$ cat src/hw/rtl/spq_pkg.sv
package spq_pkg;

   localparam int PRIO_W        = 8;
   localparam int TAG_W         = 16;
   localparam int STATUS_W      = 2;
   localparam int COUNT_W       = 5;
   localparam int DEFAULT_DEPTH = 16;

   typedef enum logic {
      CMD_INSERT = 1'b0,
      CMD_REMOVE = 1'b1
   } cmd_type;

   typedef enum logic [STATUS_W-1:0] {
      ST_OK    = 2'd0,
      ST_EMPTY = 2'd1,
      ST_FULL  = 2'd2
   } status_type;

   typedef enum logic {
      S_IDLE = 1'b0,
      S_EXEC = 1'b1
   } state_type;

   typedef struct packed {
      logic [PRIO_W-1:0] prio;
      logic [TAG_W-1:0]  tag;
   } entry_type;

   // Commands from the sequencer to the datapath.
   typedef struct packed {
      logic req_ready;
      logic load;
      logic exec;
   } ctrl_type;

   // Status from the datapath back to the sequencer.
   typedef struct packed {
      logic rsp_busy;
   } dp_status_type;

endpackage

$ cat src/hw/rtl/spq_req_if.sv
interface spq_req_if;
   logic                        valid;
   logic                        ready;
   logic                        command;
   logic [spq_pkg::PRIO_W-1:0]  priority_req;
   logic [spq_pkg::TAG_W-1:0]   client_tag;

   modport source (output valid, command, priority_req, client_tag, input ready);
   modport sink   (input valid, command, priority_req, client_tag, output ready);
endinterface

$ cat src/hw/rtl/spq_rsp_if.sv
interface spq_rsp_if;
   logic                          valid;
   logic                          ready;
   logic [spq_pkg::STATUS_W-1:0]  status;
   logic [spq_pkg::PRIO_W-1:0]    out_priority;
   logic [spq_pkg::TAG_W-1:0]     out_tag;
   logic [spq_pkg::COUNT_W-1:0]   entry_count;
   logic                          is_empty;

   modport source (output valid, status, out_priority, out_tag, entry_count, is_empty,
                   input ready);
   modport sink   (input valid, status, out_priority, out_tag, entry_count, is_empty,
                   output ready);
endinterface

$ cat src/hw/rtl/spq_ctrl.sv
module spq_ctrl (
   input  logic                   clock,
   input  logic                   reset,
   input  logic                   req_valid,
   input  spq_pkg::dp_status_type dp_status,
   output spq_pkg::ctrl_type      ctrl
);

   spq_pkg::state_type state_ff, state_in;

   always_ff @(posedge clock) begin
      if (reset) begin
         state_ff <= spq_pkg::S_IDLE;
      end else begin
         state_ff <= state_in;
      end
   end

   always_comb begin
      state_in = state_ff;
      case (state_ff)
         spq_pkg::S_IDLE: begin
            if (req_valid) state_in = spq_pkg::S_EXEC;
         end
         spq_pkg::S_EXEC: begin
            if (!dp_status.rsp_busy) state_in = spq_pkg::S_IDLE;
         end
         default: state_in = spq_pkg::S_IDLE;
      endcase
   end

   always_comb begin
      ctrl = '0;
      case (state_ff)
         spq_pkg::S_IDLE: begin
            ctrl.req_ready = 1'b1;
            ctrl.load      = req_valid;
         end
         spq_pkg::S_EXEC: begin
            // The update waits until the result register can take the new result.
            ctrl.exec = !dp_status.rsp_busy;
         end
         default: ctrl = '0;
      endcase
   end

endmodule

$ cat src/hw/rtl/spq_datapath.sv
module spq_datapath #(
   parameter int QUEUE_DEPTH = spq_pkg::DEFAULT_DEPTH
) (
   input  logic                   clock,
   input  logic                   reset,
   input  spq_pkg::ctrl_type      ctrl,
   output spq_pkg::dp_status_type dp_status,
   spq_req_if.sink                req,
   spq_rsp_if.source              rsp
);

   localparam int CW = $clog2(QUEUE_DEPTH + 1);

   // Sorted row of cells, head at index zero.
   spq_pkg::entry_type cell_ff [QUEUE_DEPTH];
   spq_pkg::entry_type cell_in [QUEUE_DEPTH];
   logic [CW-1:0]      count_ff, count_in;

   spq_pkg::cmd_type   cmd_ff;
   spq_pkg::entry_type entry_ff;

   logic                           rsp_valid_ff, rsp_valid_in;
   spq_pkg::status_type            status_ff, status_in;
   spq_pkg::entry_type             out_ff, out_in;
   logic [CW-1:0]                  rcount_ff;

   logic [QUEUE_DEPTH-1:0] le;
   logic                   full;
   logic                   empty;

   assign full  = (count_ff == CW'(QUEUE_DEPTH));
   assign empty = (count_ff == '0);

   // Each occupied cell whose priority is lower or equal keeps its place.
   always_comb begin
      for (int i = 0; i < QUEUE_DEPTH; i++) begin
         le[i] = (CW'(i) < count_ff) && (cell_ff[i].prio <= entry_ff.prio);
      end
   end

   always_comb begin
      count_in  = count_ff;
      status_in = spq_pkg::ST_OK;
      out_in    = '0;
      for (int i = 0; i < QUEUE_DEPTH; i++) begin
         cell_in[i] = cell_ff[i];
      end
      if (cmd_ff == spq_pkg::CMD_INSERT) begin
         if (full) begin
            status_in = spq_pkg::ST_FULL;
         end else begin
            count_in = count_ff + CW'(1);
            for (int i = 0; i < QUEUE_DEPTH; i++) begin
               if (le[i]) begin
                  cell_in[i] = cell_ff[i];
               end else if (i == 0) begin
                  cell_in[i] = entry_ff;
               end else if (le[i-1]) begin
                  cell_in[i] = entry_ff;
               end else begin
                  cell_in[i] = cell_ff[i-1];
               end
            end
         end
      end else begin
         if (empty) begin
            status_in = spq_pkg::ST_EMPTY;
         end else begin
            count_in = count_ff - CW'(1);
            out_in   = cell_ff[0];
            for (int i = 0; i < QUEUE_DEPTH - 1; i++) begin
               cell_in[i] = cell_ff[i+1];
            end
         end
      end
   end

   always_comb begin
      rsp_valid_in = rsp_valid_ff;
      if (rsp_valid_ff && rsp.ready) rsp_valid_in = 1'b0;
      if (ctrl.exec)                 rsp_valid_in = 1'b1;
   end

   always_ff @(posedge clock) begin
      if (reset) begin
         count_ff     <= '0;
         rsp_valid_ff <= 1'b0;
      end else begin
         rsp_valid_ff <= rsp_valid_in;
         if (ctrl.exec) count_ff <= count_in;
      end
   end

   always_ff @(posedge clock) begin
      if (ctrl.load) begin
         cmd_ff         <= spq_pkg::cmd_type'(req.command);
         entry_ff.prio  <= req.priority_req;
         entry_ff.tag   <= req.client_tag;
      end
      if (ctrl.exec) begin
         for (int i = 0; i < QUEUE_DEPTH; i++) begin
            cell_ff[i] <= cell_in[i];
         end
         status_ff <= status_in;
         out_ff    <= out_in;
         rcount_ff <= count_in;
      end
   end

   assign dp_status.rsp_busy = rsp_valid_ff && !rsp.ready;
   assign req.ready          = ctrl.req_ready;

   assign rsp.valid        = rsp_valid_ff;
   assign rsp.status       = status_ff;
   assign rsp.out_priority = out_ff.prio;
   assign rsp.out_tag      = out_ff.tag;
   assign rsp.entry_count  = spq_pkg::COUNT_W'(rcount_ff);
   assign rsp.is_empty     = (rcount_ff == '0);

   a_count_bound: assert property (@(posedge clock) disable iff (reset)
      count_ff <= CW'(QUEUE_DEPTH))
      else $error("entry count exceeds queue depth");

   a_exec_gives_rsp: assert property (@(posedge clock) disable iff (reset)
      ctrl.exec |=> rsp_valid_ff)
      else $error("update without a result");

   a_remove_count: assert property (@(posedge clock) disable iff (reset)
      ctrl.exec && cmd_ff == spq_pkg::CMD_REMOVE && !empty
      |=> count_ff == $past(count_ff) - CW'(1))
      else $error("remove did not lower the count");

   a_head_sorted: assert property (@(posedge clock) disable iff (reset)
      count_ff >= CW'(2) |-> cell_ff[0].prio <= cell_ff[1].prio)
      else $error("head cells out of order");

endmodule

$ cat src/hw/rtl/stable_priority_queue.sv
// Stable priority queue held as a sorted row of register cells.
// The req channel carries one command per transaction: insert (priority and
// client tag) or remove the head entry. The rsp channel returns exactly one
// result transaction per command with status, removed entry, entry count
// and an empty flag. A lower priority value leaves first; equal priorities
// leave in arrival order, since an insert lands behind every equal entry.
// Timing: a taken request is latched first and is applied to the cells once
// the result register can take the result, which rsp then presents.
// No new command is taken before the last is applied: a two-state sequencer
// first latches the request and then updates every cell in parallel.
// If the receiver stalls, the result waits in the output register and the
// following command is held in the update state until that register drains,
// so no result is lost or overwritten; req stays ready only while idle.
// Reset (synchronous, active high) empties the queue and drops any pending
// result; the cell contents are left as they are and are never read again
// before being rewritten. Removing from an empty queue or inserting into a
// full one reports an error status and leaves the contents unchanged.
module stable_priority_queue #(
   parameter int QUEUE_DEPTH = spq_pkg::DEFAULT_DEPTH
) (
   input  logic      clock,
   input  logic      reset,
   spq_req_if.sink   req,
   spq_rsp_if.source rsp
);

   spq_pkg::ctrl_type      ctrl;
   spq_pkg::dp_status_type dp_status;

   // Sequencer: decides when a request is latched and when the cells update.
   spq_ctrl u_ctrl (
      .clock     (clock),
      .reset     (reset),
      .req_valid (req.valid),
      .dp_status (dp_status),
      .ctrl      (ctrl)
   );

   // Datapath: the cell row, the entry count and the result register.
   spq_datapath #(
      .QUEUE_DEPTH (QUEUE_DEPTH)
   ) u_datapath (
      .clock     (clock),
      .reset     (reset),
      .ctrl      (ctrl),
      .dp_status (dp_status),
      .req       (req),
      .rsp       (rsp)
   );

endmodule

$ cat src/flat_wrapper.sv
// flat-port wrapper written by rule: the top's interface ports become plain ports
module stable_priority_queue_flat 
#(
   parameter int QUEUE_DEPTH = spq_pkg::DEFAULT_DEPTH
)
  (clock, reset, req_valid, req_command, req_priority_req, req_client_tag, req_ready, rsp_valid, rsp_status, rsp_out_priority, rsp_out_tag, rsp_entry_count, rsp_is_empty, rsp_ready);
  spq_req_if req_i ();
  spq_rsp_if rsp_i ();
  input  logic clock;
  input  logic reset;
  input wire logic [$bits(req_i.valid)-1:0] req_valid;
  input wire logic [$bits(req_i.command)-1:0] req_command;
  input wire logic [$bits(req_i.priority_req)-1:0] req_priority_req;
  input wire logic [$bits(req_i.client_tag)-1:0] req_client_tag;
  output wire logic [$bits(req_i.ready)-1:0] req_ready;
  output wire logic [$bits(rsp_i.valid)-1:0] rsp_valid;
  output wire logic [$bits(rsp_i.status)-1:0] rsp_status;
  output wire logic [$bits(rsp_i.out_priority)-1:0] rsp_out_priority;
  output wire logic [$bits(rsp_i.out_tag)-1:0] rsp_out_tag;
  output wire logic [$bits(rsp_i.entry_count)-1:0] rsp_entry_count;
  output wire logic [$bits(rsp_i.is_empty)-1:0] rsp_is_empty;
  input wire logic [$bits(rsp_i.ready)-1:0] rsp_ready;
  assign req_i.valid = req_valid;
  assign req_i.command = req_command;
  assign req_i.priority_req = req_priority_req;
  assign req_i.client_tag = req_client_tag;
  assign req_ready = req_i.ready;
  assign rsp_valid = rsp_i.valid;
  assign rsp_status = rsp_i.status;
  assign rsp_out_priority = rsp_i.out_priority;
  assign rsp_out_tag = rsp_i.out_tag;
  assign rsp_entry_count = rsp_i.entry_count;
  assign rsp_is_empty = rsp_i.is_empty;
  assign rsp_i.ready = rsp_ready;
  stable_priority_queue #(.QUEUE_DEPTH(QUEUE_DEPTH)) u_core (.clock(clock), .reset(reset), .req(req_i), .rsp(rsp_i));
endmodule
$ cat config.mk
export PLATFORM = sky130hd
export DESIGN_NAME = stable_priority_queue_flat
export DESIGN_NICKNAME = d
export VERILOG_FILES = /design/src/hw/rtl/spq_pkg.sv /design/src/hw/rtl/spq_req_if.sv /design/src/hw/rtl/spq_rsp_if.sv /design/src/hw/rtl/spq_ctrl.sv /design/src/hw/rtl/spq_datapath.sv /design/src/hw/rtl/stable_priority_queue.sv /design/src/flat_wrapper.sv
export SDC_FILE = /design/constraint.sdc
export NUM_CORES = 1
export LEC_CHECK = 0
export ABC_AREA = 1
export BUFFER_PORTS_ARGS = -buffer_cell sky130_fd_sc_hd__buf_2
export CORE_MARGIN = 2
export CORE_UTILIZATION = 55
export DETAILED_ROUTE_END_ITERATION = 10
export MAX_ROUTING_LAYER = met4
export PLACE_DENSITY = 0.78
export SYNTH_ARGS = -nofsm -noshare
export SYNTH_HDL_FRONTEND = slang
export SYNTH_HIERARCHICAL = 1
export SYNTH_SLANG_ARGS = --single-unit
$ cat constraint.sdc
create_clock -name clock -period 4.13 [get_ports clock]
set_clock_uncertainty 0.05 [all_clocks]
set_input_delay 0.413 -clock clock [delete_from_list [all_inputs] [get_ports clock]]
set_output_delay 0.413 -clock clock [all_outputs]
set_load 0.02 [all_outputs]
Word-level counts from Yosys, hierarchy flattened
Memory sizes are Yosys's and may differ from the RTL's.
Index checks and enable logic that the tools add are counted.

cells by class
  divide/modulo/power cells = 0
  bitwise operators = 2
  shift operators = 0
  $add $sub $neg = 2
  $lt $le $gt $ge = 32
  $mul = 0
  mux-type cells = 50
  equal/unequal tests = 1
  reduce and logical (&&, ||, !) cells = 24

operator list
  kind                                                                  number
  24-bit 2-to-1 mux                                                     32
  360-bit 2-to-1 mux                                                    2
  384-bit 2-to-1 mux                                                    1
  8-bit less-or-equal comparator                                        16
  4-bit by 5-bit < comparator with 1-bit output (first input constant)  8
  3-bit by 5-bit < comparator with 1-bit output (first input constant)  4
  1-bit logical AND                                                     18
  5-bit 2-to-1 mux                                                      3
  5-bit zero test                                                       2
  1-bit by 5-bit < comparator with 1-bit output (first input constant)  2
  2-bit by 5-bit < comparator with 1-bit output (first input constant)  2
  1-bit 2-to-1 mux                                                      8
  2-bit 2-to-1 mux                                                      3
  5-bit by 1-bit adder with 5-bit output (second input constant)        1
  5-bit equality test (second input constant)                           1
  5-bit by 1-bit subtractor with 5-bit output (second input constant)   1
  1-bit zero test                                                       2
  1-bit inverter                                                        2
  1-bit case mux with 2 select lines                                    1
  2-bit nonzero test                                                    1
  2-bit OR reduction                                                    1

storage, ports and cells
  bits in latches = 0
  memories = 1
  flip-flop bits (word level) = 63
  bits of input ports = 29
  output and inout port bits = 34
  ROM bits = 0
  logic and storage cells = 122
  RAM bits = 384

memories
  memory                     depth  bits a word  rd ports  clocked after Yosys merged registers in  write ports  RTL line            text
  u_core.u_datapath.cell_ff  16     24           16        0                                        16           spq_datapath.sv:15  spq_pkg::entry_type cell_ff [QUEUE_DEPTH];

Logic depth before layout (Yosys ltp)
Gate-level depths: netlist of run 1.
An unclocked memory read counts as a cell.

  word-level depth = 7
  mapped depth = 15
  mapped depth without buffers = 14

By module
Netlist of run 1, hierarchy kept.

modules (own cells, without submodules)
  module        area an instance (um2)  seq. area each (um2)  times used  cells each
  spq_datapath  26,933.3                13,332.8              1           3,358
  spq_ctrl      60.1                    20.0                  1           11

Least setup slack after synthesis of run 1
OpenSTA, ideal clock, no wires.

  kind = reg2reg
  from = reg, netlist name u_core/u_datapath/entry_ff[19]
  to = mem u_core/u_datapath/cell_ff[1][168] (netlist name) (enable)
  buffers on the path = 1
  required time = 3,667 ps
  period minus slack after synthesis = 3,399 ps
  arrival = 2,936 ps
  library setup time = 413 ps
  stages on the path, launching flop included = 9
  path slack = 731 ps
  cell sequence = edfxtp_1 > clkinv_1 > clkbuf_1 > ha_1 > nand2_1 > o21ai_0 > a21o_1 > nand2_1 > a21oi_1

RTL lines
  what       RTL line
  to (decl)  spq_datapath.sv:15

==> run summary, run 1 <==
* **unrepaired setup endpoints after global routing** no
* **Rows** 81
* **detailed-route DRC error count** 0
* **relative slew slack** 0.194
* **number of buffers added for setup after CTS** 0
* **Tmin final** 3.71 ns
* **max-slew violation total from the final report** 0
* **post-synthesis net count** 3530
* **Post-layout nets** 3528
* **post-route clock period utilization** 0.899
* **Worst Max-Slew Pin Slew** 1.21 ns
* **post-synthesis to final-layout area growth** 9.13%
* **worst-case setup slack after placement** 0.347 ns
* **Worst EP required** 4.37 ns
* **CTS Root Cell** sky130_fd_sc_hd__clkbuf_16
* **quantity of I/O buffers inserted on ports** 62
* **Ys Warns** 6
* **pin count of the biggest net entering global routing** 178
* **final setup vio count** 0
* **final-layout setup total negative slack** 0 ns
* **main area contributors after synthesis** sky130_fd_sc_hd__edfxtp_1 (49%), sky130_fd_sc_hd__nand2_1 (17%), sky130_fd_sc_hd__nand3_1 (13%)
* **Non-Filler Instances** 4024
* **number of distinct standard cells referenced by the synthesized netlist** 36
* **average cell area after synthesis** 8.01 µm²
* **Final HPWL DP** 49000 µm
* **Clock transition at path regs** 0.06 ns
* **global route total overflow** 0
* **total placed cells including tap cells** 3914
* **achievable frequency** 0.269 GHz
* **area share of the leading cell type in the synthesized netlist** 0.489
* **most numerous cell on the critical path** sky130_fd_sc_hd__nand2_1
* **type of the worst setup path** reg -> reg
* **number of inserted filler cells in the final layout** 4130
* **maximum root-to-sink buffer count** 3
* **nature of the critical path endpoint** register
* **maximum net fanout on the critical path** 25
* **cell accounting for the most synthesized area** sky130_fd_sc_hd__edfxtp_1
* **drt total wl** 74100 µm
* **first-pass GRT wire length** 118000 µm
* **highest ir drop seen on vdd** 0.371 mV
* **biggest cell delay along the critical path** 0.75 ns
* **initial antenna violation count** 1
* **number of nets with antenna violations after routing** 0
* **number of antenna diodes** 0
* **critical-path cell list** clkinv_1 -> buf_4 -> ha_1 -> nand2_1 -> inv_1 -> nand2_1 -> nand2_1 -> nand2_1 -> nand2_1 -> nand2_1 -> buf_4 -> nand2_2 -> o21ai_1 -> inv_1 -> buf_4
* **routed len/inst** 18.4 µm
* **kind of start point of the critical path** register
* **clock tree from TritonCTS** yes
* **TritonCTS Buffers** 48
* **signal arrival time at the worst endpoint** 3.95 ns
* **drt via density** 5.80
* **Num Clock Sinks** 447
* **max-cap violations** 0
* **class of the most critical hold timing path** in -> reg
* **DRT Pass-1 Iters** 6
* **vias in the first global route** 22347
* **insertion delay of the later-clocked pin in the worst-skew pair** 0.60 ns
* **register area share after synthesis** 0.495
* **y dimension of the die** 226 µm
* **cell with the largest stage delay on the worst path** sky130_fd_sc_hd__clkinv_1
* **gate count of the mapped netlist** 3369
* **post-synthesis register bit count** 447
* **die width** 226 µm
* **gp weighted congestion** 0.896
* **setup ws final** 0.419 ns
* **ratio of cells with drive above 1 in the final layout** 0.0694
* **initial detailed-routing violation count** 2846
* **P per Cell Area** 431 nW/µm²
* **total global routing track utilization** 0.302
* **final hold violations** 0
* **outcome** finished clean
* **Post-Synthesis Cell Area** 27000 µm²
* **leakage power total** 14.3 nW
* **ports placed on the boundary** 63
* **H-tree depth** 2
* **die area** 50900 µm²
* **Core ar.** 48600 µm²
* **DR vias** 23325
* **Power, Total** 12.7 mW
* **starting density of the core** 0.555
==> kinds of logic after synthesis <==
group,after synthesis,share of synthesized area
flops,447,0.495
fa+ha+maj,132,0.0612
simple gates,2002,0.317
buf+inv,643,0.0957
xor+xnor,4,0.00130
compound gates,141,0.0306
==> final timing paths <==
check / from / end / slack (ns) / cells past startpoint
hold / removal: req_valid / u_core/u_ctrl/state_ff$_SDFF_PP0_ / 0.02 / 3
hold reg to reg: u_core/u_datapath/cell_ff[1][174]$_DFFE_PP_ / u_core/u_datapath/cell_ff[1][150]$_DFFE_PP_ / 0.47 / 2
setup / recovery: u_core/u_datapath/entry_ff[19]$_DFFE_PP_ / u_core/u_datapath/cell_ff[0][9]$_DFFE_PP_ / 0.42 / 15
setup reg to reg: u_core/u_datapath/entry_ff[19]$_DFFE_PP_ / u_core/u_datapath/cell_ff[0][9]$_DFFE_PP_ / 0.42 / 15
==> routing by layer <==
| layer | track usage | vias up | share of wire | routed length (µm) |
|---|---|---|---|---|
| met5 | - | - | 0 | 0 |
| met4 | 0.159 | 0 | 0.053 | 3930 |
| met3 | 0.0456 | 297 | 0.092 | 6830 |
| met2 | 0.474 | 1319 | 0.46 | 34000 |
| met1 | 0.381 | 10717 | 0.40 | 29300 |
| li1 | - | 10992 | - | - |
==> worst max-delay path, delay by kind of cell, from the launching register on <==
family,cells,cell delay [ns]
AO/OA/AOI/OAI,1,0.07
adder cells (fa/ha/maj),1,0.31
AND/OR/NAND/NOR,7,0.38
flip-flops,1,0.33
buffers and inverters,6,2.24
==> power by group <==
| part | internal (mW) | leakage (nW) | switching [mW] |
|---|---|---|---|
| logic | 0.789 | 9.42 | 1.93 |
| registers | 5.49 | 4.14 | 0.212 |
| clock network | 2.46 | 0.745 | 1.80 |
==> metrics by stage <==
step | util | hold WS, ns | area [µm²]
after floorplan | - | 0.435 | 27000
after global placement | 0.569 | 0.448 | 27700
after detailed placement | 0.569 | 0.452 | 27700
after CTS | 0.605 | 0.00307 | 29500
after global routing | 0.606 | 0.0284 | 29500
final | 0.606 | 0.0188 | 29500
==> flip-flops by register name, indices dropped and copies added, names as in the netlist <==
name,flops
u_core/u_datapath/rsp.status,2
u_core/u_datapath/entry_ff,24
u_core/u_datapath/rsp.out_tag,16
u_core/u_datapath/cell_ff,384
u_core/u_datapath/rsp.valid,1
u_core/u_ctrl/state_ff,1
u_core/u_datapath/rsp.entry_count,5
u_core/u_datapath/cmd_ff,1
u_core/u_datapath/rsp.out_priority,8
u_core/u_datapath/count_ff,5
==> cell type report <==
cell class | instances | area (µm²) | area share
sequential | 447 | 13400 | 0.453
multi-input combinational | 2279 | 11100 | 0.376
inverter | 445 | 1690 | 0.0573
clock buffer | 55 | 1250 | 0.0424
timing repair buffer | 146 | 1070 | 0.0362
tap | 622 | 778 | 0.0264
clock inverter | 30 | 262 | 0.00888
==> Yosys cell counts <==
cell and number:
sky130_fd_sc_hd__clkbuf_1 97, sky130_fd_sc_hd__o21bai_1 1, sky130_fd_sc_hd__inv_2 6, sky130_fd_sc_hd__nand2_4 4, sky130_fd_sc_hd__clkinv_1 7, sky130_fd_sc_hd__nor2_1 78
sky130_fd_sc_hd__dfxtp_1 7, sky130_fd_sc_hd__nand3_1 677, sky130_fd_sc_hd__a21o_1 15, sky130_fd_sc_hd__nand4_1 17, sky130_fd_sc_hd__xor2_1 2, sky130_fd_sc_hd__xnor2_1 2
sky130_fd_sc_hd__buf_1 4, sky130_fd_sc_hd__o21a_1 2, sky130_fd_sc_hd__nand3_2 1, sky130_fd_sc_hd__nand2_2 17, sky130_fd_sc_hd__o21ai_0 35, sky130_fd_sc_hd__inv_4 2
sky130_fd_sc_hd__nor2_2 1, sky130_fd_sc_hd__o21ai_1 11, sky130_fd_sc_hd__buf_6 4, sky130_fd_sc_hd__nor2_4 2, sky130_fd_sc_hd__buf_4 7, sky130_fd_sc_hd__buf_2 86
sky130_fd_sc_hd__a21oi_1 42, sky130_fd_sc_hd__nor3_1 1, sky130_fd_sc_hd__nor3_2 1, sky130_fd_sc_hd__a21oi_4 1, sky130_fd_sc_hd__o21ai_2 9, sky130_fd_sc_hd__edfxtp_1 440
sky130_fd_sc_hd__inv_1 430, sky130_fd_sc_hd__ha_1 132, sky130_fd_sc_hd__nand2_1 1200, sky130_fd_sc_hd__nand2_8 2, sky130_fd_sc_hd__o22ai_1 25, sky130_fd_sc_hd__nor3b_1 1
==> timing repair <==
action	4_1_cts	5_1_grt
hold buffers	25	0
gates resized for setup	0	1
setup endpoints to repair	0	15
hold endpoints to repair	25	0
==> layout by cell type, fill, tap and decap left out, drive strengths merged, types with 15 or more instances in the layout <==
cell and instances:
nor2 81, ha 132, inv 438, a21o 15, nand3 678, o21ai 55
edfxtp 440, clkbuf 55, buf 121, o22ai 25, clkinv 30, a21oi 43
nand2 1223, nand4 17, dlygate4sd3 25
Power figures use the tool's default switching activity.
==> run 2, diff against run 1 <==
--- a/config.mk
+++ b/config.mk
@@ -10,7 +10,7 @@
 export CORE_MARGIN = 2
 export CORE_UTILIZATION = 55
 export DETAILED_ROUTE_END_ITERATION = 10
-export MAX_ROUTING_LAYER = met4
+export GPL_ROUTABILITY_DRIVEN = 0
 export PLACE_DENSITY = 0.78
 export SYNTH_ARGS = -nofsm -noshare
 export SYNTH_HDL_FRONTEND = slang
==> run 2 against run 1 <==
Against the previous run:
- clock power barely moved
- via count shrank 0.23%
- total power hardly changed
- sequential cell count did not move
- non-clock buffer count stayed put
==> run summary, run 2 (synthesized netlist as in run 1, its figures left out) <==
* **Tmin final** 3.72 ns
* **nature of the critical path endpoint** register
* **Num Clock Sinks** 447
* **initial antenna violation count** 1
* **maximum root-to-sink buffer count** 3
* **y dimension of the die** 226 µm
* **vias in the first global route** 22354
* **starting density of the core** 0.555
* **commonest cells after routing, fill and taps aside** sky130_fd_sc_hd__nand2_1 (1200), sky130_fd_sc_hd__nand3_1 (677), sky130_fd_sc_hd__edfxtp_1 (440)
* **leading cell type in the layout, fill and taps excluded** sky130_fd_sc_hd__nand2_1
* **DR vias** 23271
* **post-synthesis to final-layout area growth** 9.13%
* **first-pass GRT wire length** 118000 µm
* **number of antenna diodes** 0
* **initial detailed-routing violation count** 3062
* **routed len/inst** 18.4 µm
* **pin count of the biggest net entering global routing** 178
* **relative contribution of sequential cells to total power** 0.449
* **post-route clock period utilization** 0.901
* **final-layout setup total negative slack** 0 ns
* **class of the most critical hold timing path** in -> reg
* **total global routing track utilization** 0.293
* **signal arrival time at the worst endpoint** 3.94 ns
* **count of cells along the worst hold path** 3
* **P per Cell Area** 431 nW/µm²
* **H-tree depth** 2
* **leakage power total** 14.3 nW
* **global route total overflow** 0
* **number of flip-flops in the largest register** 384
* **relative slew slack** 0.204
* **final hold violations** 0
* **die area** 50900 µm²
* **Int Pwr** 8.73 mW
* **quantity of I/O buffers inserted on ports** 62
* **Final HPWL DP** 49000 µm
* **Worst EP required** 4.35 ns
* **Gate power share** 0.214
* **unrepaired setup endpoints after global routing** no
* **type of the worst setup path** reg -> reg
* **Core ar.** 48600 µm²
* **Rows** 81
* **Worst Max-Slew Pin Slew** 1.19 ns
* **Sw Pwr** 3.95 mW
* **ratio of cells with drive above 1 in the final layout** 0.0694
* **DRT Pass-1 Iters** 6
* **ports placed on the boundary** 63
* **worst-case setup slack after placement** 0.347 ns
* **outcome** finished clean
* **maximum net fanout on the critical path** 25
* **register with the highest flop count** u_core/u_datapath/cell_ff
* **CTS Root Cell** sky130_fd_sc_hd__clkbuf_16
* **clock network fraction of total power** 0.337
* **kind of start point of the critical path** register
* **die width** 226 µm
* **number of inserted filler cells in the final layout** 4130
* **insertion delay of the later-clocked pin in the worst-skew pair** 0.60 ns
* **max-cap violations** 0
* **Finished Cell Area** 29500 µm²
* **max-slew violation total from the final report** 0
* **achievable frequency** 0.269 GHz
* **switching share of power** 0.312
* **number of nets with antenna violations after routing** 0
* **setup ws final** 0.410 ns
* **TritonCTS Buffers** 48
* **DP Area** 27700 µm²
* **drt via density** 5.78
* **Clock transition at path regs** 0.06 ns
* **detailed-route DRC error count** 0
* **drt total wl** 74200 µm
* **depth of the most critical reg-to-reg path** 14
* **Post-layout nets** 3528
* **final setup vio count** 0
* **highest ir drop seen on vdd** 0.372 mV
* **clock tree from TritonCTS** yes
* **number of buffers added for setup after CTS** 0
[run 2: final timing paths]
check                                                            startpoint                                           to  slack, ns
worst max-delay path               u_core/u_datapath/entry_ff[19]$_DFFE_PP_   u_core/u_datapath/cell_ff[0][33]$_DFFE_PP_       0.41
worst min-delay path                                              req_valid            u_core/u_ctrl/state_ff$_SDFF_PP0_       0.01
worst max register to register     u_core/u_datapath/entry_ff[19]$_DFFE_PP_   u_core/u_datapath/cell_ff[0][33]$_DFFE_PP_       0.41
worst min register to register  u_core/u_datapath/cell_ff[1][174]$_DFFE_PP_  u_core/u_datapath/cell_ff[1][150]$_DFFE_PP_       0.47
[run 2: final cells by class]
cell class	instances	area [µm²]	area share
Clock inverter	30	262	0.00888
Multi-Input combinational cell	2279	11100	0.376
Inverter	445	1690	0.0573
Timing Repair Buffer	146	1070	0.0362
Clock buffer	55	1250	0.0424
Tap cell	622	778	0.0264
Sequential cell	447	13400	0.453
[run 2: metrics by stage]
step                utilization  hold WS [ns]  std cells  power [mW]
global route              0.606        0.0288       4024        13.2
CTS                       0.605       0.00307       4024        12.7
floorplan                     -         0.435       3369        7.68
detailed placement        0.569         0.452       3914        8.42
finish                    0.606        0.0142       4024        12.7
global placement          0.569         0.448       3914        8.36
[run 2: critical path, stage by stage (launching register included)]
cell                       delay [ns]
sky130_fd_sc_hd__edfxtp_1        0.33
sky130_fd_sc_hd__clkinv_1        0.76
sky130_fd_sc_hd__buf_4           0.49
sky130_fd_sc_hd__ha_1            0.31
sky130_fd_sc_hd__nand2_1         0.05
sky130_fd_sc_hd__inv_1           0.06
sky130_fd_sc_hd__nand2_1         0.05
sky130_fd_sc_hd__nand2_1         0.05
sky130_fd_sc_hd__nand2_1         0.05
sky130_fd_sc_hd__nand2_1         0.05
sky130_fd_sc_hd__nand2_1         0.07
sky130_fd_sc_hd__nand2_2         0.38
sky130_fd_sc_hd__o21ai_1         0.10
sky130_fd_sc_hd__inv_1           0.25
sky130_fd_sc_hd__buf_4           0.34
[run 2: routing by layer]
metal  share of wire  up-vias  GRT usage
li1                -    10992          -
met1            0.40    10752      0.380
met2            0.46     1239      0.474
met3           0.091      288     0.0465
met4           0.054        0      0.159
met5               0        -          0
[run 2: what timing repair did]
| item | in CTS | in global routing |
|---|---|---|
| hold endpoints to repair | 25 | 0 |
| gates resized for setup | 0 | 1 |
| hold buffers | 25 | 0 |
| endpoints found under the setup margin | 0 | 18 |
[run 2: power groups by stage]
stage / Sequential, mW / Clock, mW / Combinational, mW
6_report: 5.70 / 4.27 / 2.72
2_1_floorplan: 5.73 / 0 / 1.95
5_1_grt: 5.72 / 4.46 / 3.04
4_1_cts: 5.69 / 4.30 / 2.67
3_5_place_dp: 5.78 / 0 / 2.63
3_3_place_gp: 5.78 / 0 / 2.57
